$ cat src/rtl/sdreg_pkg.sv
// Package for the SD card CID/CSD register decoder.
// Holds the shared constants, register index codes and record types.
// Depends on nothing; the capacity module, the decoder top level and the testbench import it.
package sdreg_pkg;

   localparam logic [7:0]  START_TOKEN     = 8'hFE;
   localparam logic [14:0] TIMEOUT_RESET   = 15'd20000;
   localparam int          REG_BLOCK_BYTES = 18;
   localparam logic [4:0]  LAST_BYTE_IDX   = 5'(REG_BLOCK_BYTES - 1);
   localparam logic [4:0]  CID_HI_BYTES    = 5'd8;
   localparam logic [4:0]  CID_END_IDX     = 5'd15;
   localparam int          SECTOR_SHIFT    = 19;

   localparam logic [4:0] CSD_IDX_BL_LEN   = 5'd5;
   localparam logic [4:0] CSD_IDX_SIZE_A   = 5'd6;
   localparam logic [4:0] CSD_IDX_SIZE_B   = 5'd7;
   localparam logic [4:0] CSD_IDX_SIZE_C   = 5'd8;
   localparam logic [4:0] CSD_IDX_MULT_A   = 5'd9;
   localparam logic [4:0] CSD_IDX_MULT_B   = 5'd10;
   localparam logic [4:0] CSD_IDX_MISC     = 5'd14;

   typedef enum logic {
      CSR_CARD_IS_V2    = 1'b0,
      CSR_START_TIMEOUT = 1'b1
   } csr_index_type;

   typedef struct packed {
      logic        v2;
      logic [21:0] size_count;
      logic [3:0]  block_len;
      logic [2:0]  multiplier;
   } csd_state_type;

   typedef struct packed {
      logic        status;
      logic        which_reg;
      logic [7:0]  manufacturer;
      logic [15:0] oem_id;
      logic [39:0] product_name;
      logic [7:0]  revision;
      logic [31:0] serial_number;
      logic [15:0] mfg_date;
      logic [41:0] capacity_bytes;
      logic [2:0]  csd_flags;
      logic [1:0]  file_format;
   } rsp_payload_type;

endpackage

$ cat src/rtl/sdreg_req_if.sv
// Input channel of the SD card register decoder: one received byte per item.
// Valid/ready handshake; no dependencies.
interface sdreg_req_if;
   logic       valid;
   logic       ready;
   logic [7:0] rx_byte;
   logic       reg_kind;

   modport source (output valid, output rx_byte, output reg_kind, input ready);
   modport sink (input valid, input rx_byte, input reg_kind, output ready);
endinterface

$ cat src/rtl/sdreg_rsp_if.sv
// Result channel of the SD card register decoder: one decoded register per item.
// Valid/ready handshake; no dependencies.
interface sdreg_rsp_if;
   logic        valid;
   logic        ready;
   logic        status;
   logic        which_reg;
   logic [7:0]  manufacturer;
   logic [15:0] oem_id;
   logic [39:0] product_name;
   logic [7:0]  revision;
   logic [31:0] serial_number;
   logic [15:0] mfg_date;
   logic [41:0] capacity_bytes;
   logic [2:0]  csd_flags;
   logic [1:0]  file_format;

   modport source (output valid, output status, output which_reg, output manufacturer,
                   output oem_id, output product_name, output revision,
                   output serial_number, output mfg_date, output capacity_bytes,
                   output csd_flags, output file_format, input ready);
   modport sink (input valid, input status, input which_reg, input manufacturer,
                 input oem_id, input product_name, input revision,
                 input serial_number, input mfg_date, input capacity_bytes,
                 input csd_flags, input file_format, output ready);
endinterface

$ cat src/rtl/sdreg_capacity.sv
// Card capacity in bytes from the captured CSD size fields.
// Uses the record types of sdreg_pkg.
module sdreg_capacity
   import sdreg_pkg::*;
(
   input  csd_state_type csd,
   output logic [41:0]   capacity_bytes
);

   logic [22:0] v2_count;
   logic [12:0] v1_count;
   logic [4:0]  v1_shift;
   logic [31:0] v1_bytes;

   always_comb begin
      v2_count = {1'b0, csd.size_count} + 23'd1;
      v1_count = {1'b0, csd.size_count[11:0]} + 13'd1;
      v1_shift = {2'b00, csd.multiplier} + {1'b0, csd.block_len} + 5'd2;
      v1_bytes = {19'd0, v1_count} << v1_shift;
      if (csd.v2) begin
         capacity_bytes = {v2_count, {SECTOR_SHIFT{1'b0}}};
      end else begin
         capacity_bytes = {10'd0, v1_bytes};
      end
   end

endmodule

$ cat src/rtl/sd_cid_csd_register_decoder_top.sv
// SD card CID/CSD register decoder, top level.
// Uses sdreg_pkg, the sdreg_req_if and sdreg_rsp_if channels and sdreg_capacity.
//
// The block takes one received SPI byte per cycle, hunts for the start token,
// collects the 18-byte register block and presents the decoded CID or CSD
// fields in the cycle after the last byte is taken. A token that does not come
// within start_timeout - 1 bytes yields a result with status set. Every byte is
// processed in the cycle it is taken, so the sustained rate is one byte per
// clock; the input is held off only while a finished result waits in the
// output register and the result side is not ready.
module sd_cid_csd_register_decoder_top
   import sdreg_pkg::*;
(
   input  logic        clock,
   input  logic        reset,
   input  logic        csr_wr_en,
   input  logic        csr_index,
   input  logic [14:0] csr_wdata,
   sdreg_req_if.sink   req_ch,
   sdreg_rsp_if.source rsp_ch
);

   logic            card_is_v2_ff, card_is_v2_in;
   logic [14:0]     start_timeout_ff, start_timeout_in;
   logic            in_block_ff, in_block_in;
   logic [4:0]      byte_idx_ff, byte_idx_in;
   logic [14:0]     timeout_left_ff, timeout_left_in;
   logic [63:0]     cid_hi_ff, cid_hi_in;
   logic [55:0]     cid_lo_ff, cid_lo_in;
   logic [21:0]     csd_size_ff, csd_size_in;
   logic [3:0]      csd_bl_ff, csd_bl_in;
   logic [2:0]      csd_mult_ff, csd_mult_in;
   logic [4:0]      csd_misc_ff, csd_misc_in;
   logic            kind_ff, kind_in;
   logic            v2_ff, v2_in;
   logic            out_valid_ff, out_valid_in;
   rsp_payload_type out_ff, out_in;

   logic            accept;
   logic            load;
   logic [14:0]     timeout_dec;
   csd_state_type   csd_state;
   logic [41:0]     capacity;

   assign csd_state = '{v2: v2_ff, size_count: csd_size_ff, block_len: csd_bl_ff,
                        multiplier: csd_mult_ff};

   sdreg_capacity u_capacity (
      .csd            (csd_state),
      .capacity_bytes (capacity)
   );

   assign req_ch.ready = !out_valid_ff || rsp_ch.ready;
   assign accept       = req_ch.valid && req_ch.ready;
   assign timeout_dec  = timeout_left_ff - 15'd1;

   always_comb begin
      card_is_v2_in    = card_is_v2_ff;
      start_timeout_in = start_timeout_ff;
      in_block_in      = in_block_ff;
      byte_idx_in      = byte_idx_ff;
      timeout_left_in  = timeout_left_ff;
      cid_hi_in        = cid_hi_ff;
      cid_lo_in        = cid_lo_ff;
      csd_size_in      = csd_size_ff;
      csd_bl_in        = csd_bl_ff;
      csd_mult_in      = csd_mult_ff;
      csd_misc_in      = csd_misc_ff;
      kind_in          = kind_ff;
      v2_in            = v2_ff;
      load             = 1'b0;
      out_in           = '0;

      if (accept) begin
         if (!in_block_ff) begin
            timeout_left_in = timeout_dec;
            if (timeout_dec == 15'd0) begin
               load             = 1'b1;
               out_in.status    = 1'b1;
               out_in.which_reg = req_ch.reg_kind;
               timeout_left_in  = start_timeout_ff;
            end else if (req_ch.rx_byte == START_TOKEN) begin
               in_block_in = 1'b1;
               byte_idx_in = 5'd0;
               kind_in     = req_ch.reg_kind;
               v2_in       = card_is_v2_ff;
               cid_hi_in   = '0;
               cid_lo_in   = '0;
               csd_size_in = '0;
               csd_bl_in   = '0;
               csd_mult_in = '0;
               csd_misc_in = '0;
            end
         end else begin
            if (!kind_ff) begin
               if (byte_idx_ff < CID_HI_BYTES) begin
                  cid_hi_in = {cid_hi_ff[55:0], req_ch.rx_byte};
               end else if (byte_idx_ff < CID_END_IDX) begin
                  cid_lo_in = {cid_lo_ff[47:0], req_ch.rx_byte};
               end
            end else if (byte_idx_ff == CSD_IDX_MISC) begin
               csd_misc_in = req_ch.rx_byte[6:2];
            end else if (v2_ff) begin
               if (byte_idx_ff == CSD_IDX_SIZE_B) begin
                  csd_size_in = {16'd0, req_ch.rx_byte[5:0]};
               end else if (byte_idx_ff == CSD_IDX_SIZE_C || byte_idx_ff == CSD_IDX_MULT_A) begin
                  csd_size_in = {csd_size_ff[13:0], req_ch.rx_byte};
               end
            end else begin
               if (byte_idx_ff == CSD_IDX_BL_LEN) begin
                  csd_bl_in = req_ch.rx_byte[3:0];
               end else if (byte_idx_ff == CSD_IDX_SIZE_A) begin
                  csd_size_in = {12'd0, req_ch.rx_byte[1:0], 8'd0};
               end else if (byte_idx_ff == CSD_IDX_SIZE_B) begin
                  csd_size_in = {csd_size_ff[19:0] | {12'd0, req_ch.rx_byte}, 2'b00};
               end else if (byte_idx_ff == CSD_IDX_SIZE_C) begin
                  csd_size_in = csd_size_ff | {20'd0, req_ch.rx_byte[7:6]};
               end else if (byte_idx_ff == CSD_IDX_MULT_A) begin
                  csd_mult_in = {req_ch.rx_byte[1:0], 1'b0};
               end else if (byte_idx_ff == CSD_IDX_MULT_B) begin
                  csd_mult_in = csd_mult_ff | {2'b00, req_ch.rx_byte[7]};
               end
            end

            if (byte_idx_ff == LAST_BYTE_IDX) begin
               load             = 1'b1;
               out_in.which_reg = kind_ff;
               if (!kind_ff) begin
                  out_in.manufacturer  = cid_hi_ff[63:56];
                  out_in.oem_id        = cid_hi_ff[55:40];
                  out_in.product_name  = cid_hi_ff[39:0];
                  out_in.revision      = cid_lo_ff[55:48];
                  out_in.serial_number = cid_lo_ff[47:16];
                  out_in.mfg_date      = cid_lo_ff[15:0];
               end else begin
                  out_in.capacity_bytes = capacity;
                  out_in.csd_flags      = csd_misc_ff[4:2];
                  out_in.file_format    = csd_misc_ff[1:0];
               end
               in_block_in     = 1'b0;
               byte_idx_in     = 5'd0;
               timeout_left_in = start_timeout_ff;
            end else begin
               byte_idx_in = byte_idx_ff + 5'd1;
            end
         end
      end

      if (csr_wr_en) begin
         case (csr_index_type'(csr_index))
            CSR_CARD_IS_V2: begin
               card_is_v2_in = csr_wdata[0];
            end
            CSR_START_TIMEOUT: begin
               start_timeout_in = csr_wdata;
               timeout_left_in  = csr_wdata;
            end
            default: begin
               card_is_v2_in = card_is_v2_ff;
            end
         endcase
      end

      if (load) begin
         out_valid_in = 1'b1;
      end else if (rsp_ch.ready) begin
         out_valid_in = 1'b0;
      end else begin
         out_valid_in = out_valid_ff;
      end
   end

   always_ff @(posedge clock) begin
      if (reset) begin
         card_is_v2_ff    <= 1'b0;
         start_timeout_ff <= TIMEOUT_RESET;
         in_block_ff      <= 1'b0;
         byte_idx_ff      <= 5'd0;
         timeout_left_ff  <= TIMEOUT_RESET;
         kind_ff          <= 1'b0;
         v2_ff            <= 1'b0;
         out_valid_ff     <= 1'b0;
      end else begin
         card_is_v2_ff    <= card_is_v2_in;
         start_timeout_ff <= start_timeout_in;
         in_block_ff      <= in_block_in;
         byte_idx_ff      <= byte_idx_in;
         timeout_left_ff  <= timeout_left_in;
         kind_ff          <= kind_in;
         v2_ff            <= v2_in;
         out_valid_ff     <= out_valid_in;
      end
   end

   always_ff @(posedge clock) begin
      cid_hi_ff   <= cid_hi_in;
      cid_lo_ff   <= cid_lo_in;
      csd_size_ff <= csd_size_in;
      csd_bl_ff   <= csd_bl_in;
      csd_mult_ff <= csd_mult_in;
      csd_misc_ff <= csd_misc_in;
      if (load) begin
         out_ff <= out_in;
      end
   end

   assign rsp_ch.valid          = out_valid_ff;
   assign rsp_ch.status         = out_ff.status;
   assign rsp_ch.which_reg      = out_ff.which_reg;
   assign rsp_ch.manufacturer   = out_ff.manufacturer;
   assign rsp_ch.oem_id         = out_ff.oem_id;
   assign rsp_ch.product_name   = out_ff.product_name;
   assign rsp_ch.revision       = out_ff.revision;
   assign rsp_ch.serial_number  = out_ff.serial_number;
   assign rsp_ch.mfg_date       = out_ff.mfg_date;
   assign rsp_ch.capacity_bytes = out_ff.capacity_bytes;
   assign rsp_ch.csd_flags      = out_ff.csd_flags;
   assign rsp_ch.file_format    = out_ff.file_format;

   // The byte counter only runs inside a register block.
   a_idle_index: assert property (@(posedge clock) disable iff (reset)
      !in_block_ff |-> byte_idx_ff == 5'd0)
      else $error("byte index moved while hunting for the start token");

   a_last_byte_result: assert property (@(posedge clock) disable iff (reset)
      accept && in_block_ff && byte_idx_ff == LAST_BYTE_IDX |=> out_valid_ff && !in_block_ff)
      else $error("last byte of a block did not produce a result");

   a_timeout_empty: assert property (@(posedge clock) disable iff (reset)
      out_valid_ff && out_ff.status |-> out_ff.capacity_bytes == '0 &&
         out_ff.manufacturer == '0 && out_ff.serial_number == '0)
      else $error("timeout result carries decoded fields");

   a_cid_no_csd: assert property (@(posedge clock) disable iff (reset)
      out_valid_ff && !out_ff.which_reg |-> out_ff.capacity_bytes == '0 &&
         out_ff.csd_flags == '0 && out_ff.file_format == '0)
      else $error("CID result carries CSD fields");

endmodule

$ cat src/flat_wrapper.sv
// flat-port wrapper written by rule: the top's interface ports become plain ports
module sd_cid_csd_register_decoder_top_flat import sdreg_pkg::*;
  (clock, reset, csr_wr_en, csr_index, csr_wdata, req_ch_valid, req_ch_rx_byte, req_ch_reg_kind, req_ch_ready, rsp_ch_valid, rsp_ch_status, rsp_ch_which_reg, rsp_ch_manufacturer, rsp_ch_oem_id, rsp_ch_product_name, rsp_ch_revision, rsp_ch_serial_number, rsp_ch_mfg_date, rsp_ch_capacity_bytes, rsp_ch_csd_flags, rsp_ch_file_format, rsp_ch_ready);
  sdreg_req_if req_ch_i ();
  sdreg_rsp_if rsp_ch_i ();
  input  logic clock;
  input  logic reset;
  input  logic csr_wr_en;
  input  logic csr_index;
  input  logic [14:0] csr_wdata;
  input wire logic [$bits(req_ch_i.valid)-1:0] req_ch_valid;
  input wire logic [$bits(req_ch_i.rx_byte)-1:0] req_ch_rx_byte;
  input wire logic [$bits(req_ch_i.reg_kind)-1:0] req_ch_reg_kind;
  output wire logic [$bits(req_ch_i.ready)-1:0] req_ch_ready;
  output wire logic [$bits(rsp_ch_i.valid)-1:0] rsp_ch_valid;
  output wire logic [$bits(rsp_ch_i.status)-1:0] rsp_ch_status;
  output wire logic [$bits(rsp_ch_i.which_reg)-1:0] rsp_ch_which_reg;
  output wire logic [$bits(rsp_ch_i.manufacturer)-1:0] rsp_ch_manufacturer;
  output wire logic [$bits(rsp_ch_i.oem_id)-1:0] rsp_ch_oem_id;
  output wire logic [$bits(rsp_ch_i.product_name)-1:0] rsp_ch_product_name;
  output wire logic [$bits(rsp_ch_i.revision)-1:0] rsp_ch_revision;
  output wire logic [$bits(rsp_ch_i.serial_number)-1:0] rsp_ch_serial_number;
  output wire logic [$bits(rsp_ch_i.mfg_date)-1:0] rsp_ch_mfg_date;
  output wire logic [$bits(rsp_ch_i.capacity_bytes)-1:0] rsp_ch_capacity_bytes;
  output wire logic [$bits(rsp_ch_i.csd_flags)-1:0] rsp_ch_csd_flags;
  output wire logic [$bits(rsp_ch_i.file_format)-1:0] rsp_ch_file_format;
  input wire logic [$bits(rsp_ch_i.ready)-1:0] rsp_ch_ready;
  assign req_ch_i.valid = req_ch_valid;
  assign req_ch_i.rx_byte = req_ch_rx_byte;
  assign req_ch_i.reg_kind = req_ch_reg_kind;
  assign req_ch_ready = req_ch_i.ready;
  assign rsp_ch_valid = rsp_ch_i.valid;
  assign rsp_ch_status = rsp_ch_i.status;
  assign rsp_ch_which_reg = rsp_ch_i.which_reg;
  assign rsp_ch_manufacturer = rsp_ch_i.manufacturer;
  assign rsp_ch_oem_id = rsp_ch_i.oem_id;
  assign rsp_ch_product_name = rsp_ch_i.product_name;
  assign rsp_ch_revision = rsp_ch_i.revision;
  assign rsp_ch_serial_number = rsp_ch_i.serial_number;
  assign rsp_ch_mfg_date = rsp_ch_i.mfg_date;
  assign rsp_ch_capacity_bytes = rsp_ch_i.capacity_bytes;
  assign rsp_ch_csd_flags = rsp_ch_i.csd_flags;
  assign rsp_ch_file_format = rsp_ch_i.file_format;
  assign rsp_ch_i.ready = rsp_ch_ready;
  sd_cid_csd_register_decoder_top u_core (.clock(clock), .reset(reset), .csr_wr_en(csr_wr_en), .csr_index(csr_index), .csr_wdata(csr_wdata), .req_ch(req_ch_i), .rsp_ch(rsp_ch_i));
endmodule
$ cat config.mk
export PLATFORM = sky130hd
export DESIGN_NAME = sd_cid_csd_register_decoder_top_flat
export DESIGN_NICKNAME = d
export VERILOG_FILES = /design/src/rtl/sdreg_pkg.sv /design/src/rtl/sdreg_req_if.sv /design/src/rtl/sdreg_rsp_if.sv /design/src/rtl/sdreg_capacity.sv /design/src/rtl/sd_cid_csd_register_decoder_top.sv /design/src/flat_wrapper.sv
export SDC_FILE = /design/constraint.sdc
export NUM_CORES = 1
export LEC_CHECK = 0
export ABC_AREA = 1
export ABC_CLOCK_PERIOD_IN_PS = 17100
export BUFFER_PORTS_ARGS = -buffer_cell sky130_fd_sc_hd__clkbuf_2
export CORE_MARGIN = 10
export CORE_UTILIZATION = 45
export CTS_BUF_LIST = sky130_fd_sc_hd__clkbuf_8
export DETAILED_ROUTE_END_ITERATION = 16
export PLACE_DENSITY = 0.76
export SETUP_SLACK_MARGIN = 0.4
export SLEW_MARGIN = 20
export SYNTH_ARGS = -nofsm -noshare
export SYNTH_HDL_FRONTEND = slang
export SYNTH_HIERARCHICAL = 1
export SYNTH_SLANG_ARGS = --single-unit
$ cat constraint.sdc
create_clock -name clock -period 17.1 [get_ports clock]
set_input_delay 3.42 -clock clock [delete_from_list [all_inputs] [get_ports clock]]
set_output_delay 3.42 -clock clock [all_outputs]
set_load 0.05 [all_outputs]
Yosys cells after proc, flatten, opt, wreduce, memory -nomap -nowiden:

Cells that the tools add are included.

* add/subtract/negate cells: 6
* order comparisons: 2
* eq/ne operators: 27
* shift-type cells: 1
* multiplexer cells: 71
* bitwise logic cells: 9
* reduce and logical (&&, ||, !) cells: 22

Operators by type and width (count)
* two-way mux 56 bit: 6
* two-way mux 64 bit: 5
* two-way mux 22 bit: 12
* two-way mux 168 bit: 1
* two-way mux 120 bit: 1
* two-way mux 15 bit: 6
* two-way mux 47 bit: 1
* two-way mux 42 bit: 1
* two-way mux 3 bit: 12
* two-way mux 5 bit: 7
* << shifter 13 x 5 -> 32 bit: 1
* two-way mux 4 bit: 7
* != test 2 bit (second input constant): 13
* adder 22 x 1 -> 23 bit (second input constant): 1
* bitwise OR 22 x 2 -> 22 bit: 1
* == test 5 x 4 -> 1 bit (second input constant): 4
* bitwise OR 20 x 8 -> 20 bit: 1
* == test 5 x 3 -> 1 bit (second input constant): 3
* zero test 15 bit: 1
* AND reduction 5 bit: 3
* subtractor 15 x 1 -> 15 bit (second input constant): 1
* adder 12 x 1 -> 13 bit (second input constant): 1
* two-way mux 1 bit: 11
* AND reduction 11 bit: 1
* other kinds (26): 37

* register bits: 363
* input bits: 30
* output and inout bits: 171
* logic and storage cells: 165

Logic depth before layout (Yosys ltp):

Gate-level depths: netlist (run 1).

* depth after elaboration: 11
* mapped depth: 16
* gate-level depth less buffers: 16

Hierarchy:

The synthesis (run 1) kept the hierarchy.

By module, submodules not included
* sd_cid_csd_register_decoder_top: times used 1, cells an instance 1511, area an instance 15442.3 um^2, sequential area each 10500.1 um^2
* sdreg_capacity: times used 1, cells an instance 410, area an instance 1958.1 um^2, sequential area each 0.0 um^2

Least setup slack after synthesis (run 1):

Ideal clock, no wire load.

* kind: input port to flip-flop
* start: input port rsp_ch_ready
* end: register u_core.cid_hi_ff[0] (enable)
* library setup time: 0.565 ns
* arrival: 9.209 ns
* required time: 16.535 ns
* path slack: 7.326 ns
* stages: 8
* path buffers: 0
* path through: inv_1 > nand2_1 > nand2_1 > nor3_1 > nand2_2 > nand2_4 > clkinv_4 > nor3_1

* cells in the longest elaborated chain, start to end: 3

RTL lines
* start, declared: RTL line flat_wrapper.sv:27 `input wire logic [$bits(rsp_ch_i.ready)-1:0] rsp_ch_ready;`
* logical OR 1 bit: RTL line sd_cid_csd_register_decoder_top.sv:53 `assign req_ch.ready = !out_valid_ff || rsp_ch.ready;`
* named net req_ch_ready: RTL line flat_wrapper.sv:14 `output wire logic [$bits(req_ch_i.ready)-1:0] req_ch_ready;`
* logical AND 1 bit: RTL line sd_cid_csd_register_decoder_top.sv:54 `assign accept = req_ch.valid && req_ch.ready;`
* AND reduction 5 bit (no line)
* end signal, assigned: RTL line sd_cid_csd_register_decoder_top.sv:196 `cid_hi_ff <= cid_hi_in;`
* end, declared: RTL line sd_cid_csd_register_decoder_top.sv:28 `logic [63:0] cid_hi_ff, cid_hi_in;`

The timed path passes the listed nets, and every way through them passes these cells.
A chain may end at the register's enable or synchronous reset.

Final worst setup path (run 1):

* start: input port rsp_ch_ready
* end: output port req_ch_ready

* cells in the longest elaborated chain, start to end: 1

RTL lines (RTL line)
* logical OR 1 bit: sd_cid_csd_register_decoder_top.sv:53
* end, declared: flat_wrapper.sv:14

Every way passes these cells.

==> run metrics, run 1 <==
run status finished clean; setup violators final 0; Required @ worst endpoint 13,680 ps; Fin Setup TNS 0 ps; most frequent cells in the layout nand2_1, inv_1, edfxtp_1; Final period util 0.4281; Nets 2,168; Worst Path Arrival 3900 ps; Pre-antenna DRT Iters 8; share of the synthesized area in the top cell type 0.5574; routability cong. 0.9460; Post-synth EDFFs 323; endpoint class of the critical path primary output; Period minus WS final 7321 ps; CP max FO 3; Post-Route M1 WL 17.93 mm; fin util 0.5276; ratio of routed vias to standard cells 4.962; Synth Cell Area 17,400 sq um; total length of routed met3 wires 3.342 mm; Worst setup SP type primary input; detailed placement HPWL 29.30 mm; post-CTS setup buffer count 0; vias in the first global route 12,760; Sink Count 363; fill cell total of the finished layout 3,469; placed cells 2,573; CTS max path bufs 3; hold_buf cts 0; TritonCTS clock tree yes; die width 216.6 um; Peak VDD IR 47.42 uV; Top reg by flops u_core/cid_hi_ff; synth warn 6; most common cell after layout, fill and taps aside nand2_1; I/O Buffers 200; Die H 216.6 um; Avg Synthesized Cell Area 9.058 sq um; synth top area cells edfxtp_1, nand2_1, inv_1; Max Slew Vio Count 0; die area 46,930 sq um; Synth Instances 1,921; max reg flops 64; clk_lat worst skew 660 ps; number of vias in the routed layout 13,310; Seq/Total Area, Yosys 0.6034; GRT overflow 0; I/O pin count 201; Top Layer Used met5; Core Box Area 37,930 sq um; clk root buf clkbuf_8; first-pass GRT wire length 67.19 mm; DRC Markers 0; critical path class primary input to primary output; Global Route Usage Sum 0.1752; library cells used by synthesis 50; pin count of the biggest net entering global routing 82; ANT nets after route 0; H-tree depth 2; leakage 0.008794 uW; diode count 0; initial antenna violation count 2; met2 wire length 19.78 mm; synthesis-stage register bit count 363; fmax 0.1366 GHz; Iter 0 DRT Violations 1,028; TritonCTS Buffers 59; Resize count post-CTS 0; Main synth FF type edfxtp_1; Final Hold Viols 0; area delta synth->final 15.01%; max-cap violations 0; Syn Nets 1,966; Clock Pin Slew Worst Setup and Hold Paths 50 ps; Routed WL 42.09 mm; RSZ-0062 raised after global routing false; relative slew slack 0.3479; ys async rst share 0; Fin Clk Skew 41.46 ps; PD cells 87.44 nW/um^2; multi-input logic area 5124 sq um; row count 71; post-route insts no fill 2,682; FF+latch area 10,500 sq um; layout cells sized above 1 0.1631; hold slack final 476.4 ps; worst min path class flip-flop to flip-flop; Initial Utilization 0.4587; routed wire length per instance 15.69 um; cell taking the most area after synthesis edfxtp_1; Tightest Pin Transition 977.0 ps
-- worst paths after layout --
kind / from / endpoint / slack, ps / cells after the start
worst min-delay path: u_core/start_timeout_ff[9]$_SDFFE_PP1P_ / u_core/start_timeout_ff[9]$_SDFFE_PP1P_ / 480 / 2
worst max-delay path: rsp_ch_ready / req_ch_ready / 9780 / 4
worst min register to register: u_core/start_timeout_ff[9]$_SDFFE_PP1P_ / u_core/start_timeout_ff[9]$_SDFFE_PP1P_ / 480 / 2
worst max register to register: u_core/timeout_left_ff[0]$_SDFF_PP0_ / u_core/rsp_ch.product_name[3]$_SDFFCE_PP0P_ / 12570 / 13
-- Yosys cell counts, types with 3 or more instances --
cell type    n
nand2_1    405
inv_1      389
edfxtp_1   323
nor2_1     259
nand3_1    135
a21oi_1     68
o21ai_0     60
clkbuf_1    44
dfxtp_1     40
buf_2       21
nand4_1     21
nor3_1      19
ha_1        14
nor2_2      13
o211ai_1    13
nand2_2     11
o22ai_1     10
nor2_4       5
o21ai_1      5
o31ai_1      5
a21oi_2      4
a32o_1       4
buf_1        4
clkinv_1     4
inv_2        4
nand3_2      4
and3_1       3
nor3b_1      3
-- per-stage QoR --
stage	setup slack, ps	cell area [sq um]	total power (uW)
after floorplan	7326	17400	1022
after global placement	9757	18870	1037
after detailed placement	9778	18870	1039
after CTS	9776	20010	1774
after global routing	9739	20010	1822
final	9779	20010	1750
-- routing by layer --
metal,up-vias,track usage
li1,6559,-
met1,6171,0.2235
met2,500,0.2827
met3,75,0.04331
met4,4,0.06642
met5,-,0
-- worst max-delay path, cell delays in order --
cell      delay, ps
clkbuf_2         80
inv_1            30
nand2_1          80
clkbuf_2        290
-- where the power goes --
group          switching [uW]  total (uW)  internal, uW
logic                    39.6        58.5          18.9
clock network             344         729           385
registers                5.34         963           957
-- layout make-up --
type	instances	share of cell area
clock buffer	59	0.04058
sequential	363	0.5249
tap	511	0.03195
clock inverter	50	0.01657
inverter	398	0.07515
multi-input combinational	1088	0.2560
timing repair buffer	213	0.05489
-- cell families (layout without fill, tap and decap cells) --
group / Yosys count / in the layout / share of synthesized area
AO/OA/AOI/OAI: 180 / 180 / 0.05940
XOR/XNOR: 5 / 5 / 0.003380
adder cells (fa/ha/maj): 15 / 15 / 0.01122
buffers and inverters: 470 / 720 / 0.1040
flip-flops: 363 / 363 / 0.6034
AND/OR/NAND/NOR: 888 / 888 / 0.2185
No activity file was read; power rests on OpenSTA's default activity.
==> inputs of run 2 (changes only) <==
Settings changed: ABC_CLOCK_PERIOD_IN_PS 17100 to 7400.
Clock period 17.1 ns to 7.4 ns, I/O delays scaled along.
==> run 2 against run 1 <==
Against the previous run: clock power grew 120%; core utilization shrank 0.21 points; sequential share of layout area grew 0.21 points; sequential power grew 130%; worst hold slack gained 4.8 ps; clock skew shrank 12 ps; non-clock buffer count is the same; global-route usage is essentially flat; via count grew 0.13%; final cell count shrank 0.15%; critical endpoint is now u_core/rsp_ch.capacity_bytes[14]$_SDFFCE_PN0P_; largest power group unchanged.
==> run metrics, run 2 (synthesis gave the netlist of run 1 again) <==
worst min path class flip-flop to flip-flop; post-CTS setup buffer count 0; hold_buf cts 0; Pre-antenna DRT Iters 6; run status finished clean; CP max FO 77; most frequent cells in the layout inv_1, nand2_1, edfxtp_1; Final Hold Viols 0; Top reg by flops u_core/cid_hi_ff; GRT overflow 0; I/O Buffers 200; endpoint class of the critical path flip-flop; critical path class flip-flop to flip-flop; Die H 216.6 um; row count 71; multi-input logic area 5127 sq um; sw frac 0.2225; worst hold stages 2; Worst R2R Path Depth 12; Fin Clk Skew 29.79 ps; Routed WL 42.06 mm; Initial Utilization 0.4587; Worst setup SP type flip-flop; Peak VDD IR 125.6 uV; Tot Pwr 3928 uW; vias in the first global route 12,850; CTS max path bufs 3; Required @ worst endpoint 7650 ps; TritonCTS clock tree yes; I/O pin count 201; Nets 2,167; RSZ-0062 raised after global routing false; Clock Pin Slew Worst Setup and Hold Paths 60 ps; Period minus WS final 3879 ps; Worst Path Arrival 4130 ps; Resize count post-CTS 0; routability cong. 0.9325; routed wire length per instance 15.71 um; NetSw 873.8 uW; die area 46,930 sq um; ANT nets after route 0; most common cell after layout, fill and taps aside inv_1; fmax 0.2578 GHz; area delta synth->final 14.55%; relative slew slack 0.2752; part of the power in the clock network 0.399; TritonCTS Buffers 58; Gate power share 0.035; first-pass GRT wire length 67.17 mm; clk_lat worst skew 650 ps; clk root buf clkbuf_8; pin count of the biggest net entering global routing 94; max-cap violations 0; setup violators final 0; Seq pwr share 0.566; die width 216.6 um; pre-CTS setup slack 3432 ps; Final period util 0.5242; Internal Pwr Total 3054 uW; number of vias in the routed layout 13,330; H-tree depth 2; max reg flops 64; diode count 0; ratio of routed vias to standard cells 4.976; DRC Markers 0; initial antenna violation count 2; FF+latch area 10,500 sq um; detailed placement HPWL 29.71 mm; Max Slew Vio Count 0; final worst-path setup slack 3521 ps; layout cells sized above 1 0.1578; Sink Count 363; Fin Setup TNS 0 ps; worst reg2reg setup slack 3520 ps; fill cell total of the finished layout 3,458; leakage 0.008770 uW; Iter 0 DRT Violations 1,281; Core Box Area 37,930 sq um; Global Route Usage Sum 0.1756; Tightest Pin Transition 1083 ps; PD cells 197.0 nW/um^2
-- run 2: power groups by stage --
stage	Sequential (uW)	Clock, uW	Combinational, uW
CTS	2220	1620	135
detailed placement	2270	0	134
floorplan	2270	0	93.5
global route	2220	1720	153
finish	2220	1570	136
global placement	2270	0	132
-- run 2: stage by stage --
step           cell area [sq um]    util  hold slack (ps)  cells
6_report                   19930  0.5255            481.3   2678
5_1_grt                    19930  0.5255            496.1   2678
4_1_cts                    19930  0.5255            479.4   2678
3_5_place_dp               18870  0.4975            469.8   2573
3_3_place_gp               18870  0.4975            454.9   2573
2_1_floorplan              17410       -            441.4   1921
-- run 2: final cells by class --
| class | count | area share |
|---|---|---|
| clock buffer | 61 | 0.04212 |
| tap | 511 | 0.03208 |
| multi-input combinational | 1088 | 0.2572 |
| clock inverter | 44 | 0.01105 |
| inverter | 398 | 0.07545 |
| timing repair buffer | 213 | 0.05511 |
| sequential | 363 | 0.5270 |
-- run 2: metal layers --
metal,vias up,part of all wire,track usage
met5,-,0.00040,0
met4,4,0.027,0.06362
met3,87,0.082,0.04694
met2,509,0.47,0.2864
met1,6182,0.42,0.2204
li1,6544,-,-
-- run 2: worst paths after layout --
kind	from	end
worst min-delay path	u_core/start_timeout_ff[1]$_SDFFE_PP0P_	u_core/start_timeout_ff[1]$_SDFFE_PP0P_
worst min register to register	u_core/start_timeout_ff[1]$_SDFFE_PP0P_	u_core/start_timeout_ff[1]$_SDFFE_PP0P_
worst max register to register	u_core/timeout_left_ff[0]$_SDFF_PP0_	u_core/rsp_ch.capacity_bytes[14]$_SDFFCE_PN0P_
worst max-delay path	u_core/timeout_left_ff[0]$_SDFF_PP0_	u_core/rsp_ch.capacity_bytes[14]$_SDFFCE_PN0P_
-- run 2: worst max-delay path: stages (launching register included) --
cell and delay, ps:
dfxtp_1 310, inv_1 190, ha_1 310, inv_1 120, nor2_4 170, xor2_2 240, nand2_1 90, nor2_1 120
nand3_2 300, nand2_4 180, nand2_1 140, inv_6 500, buf_4 690
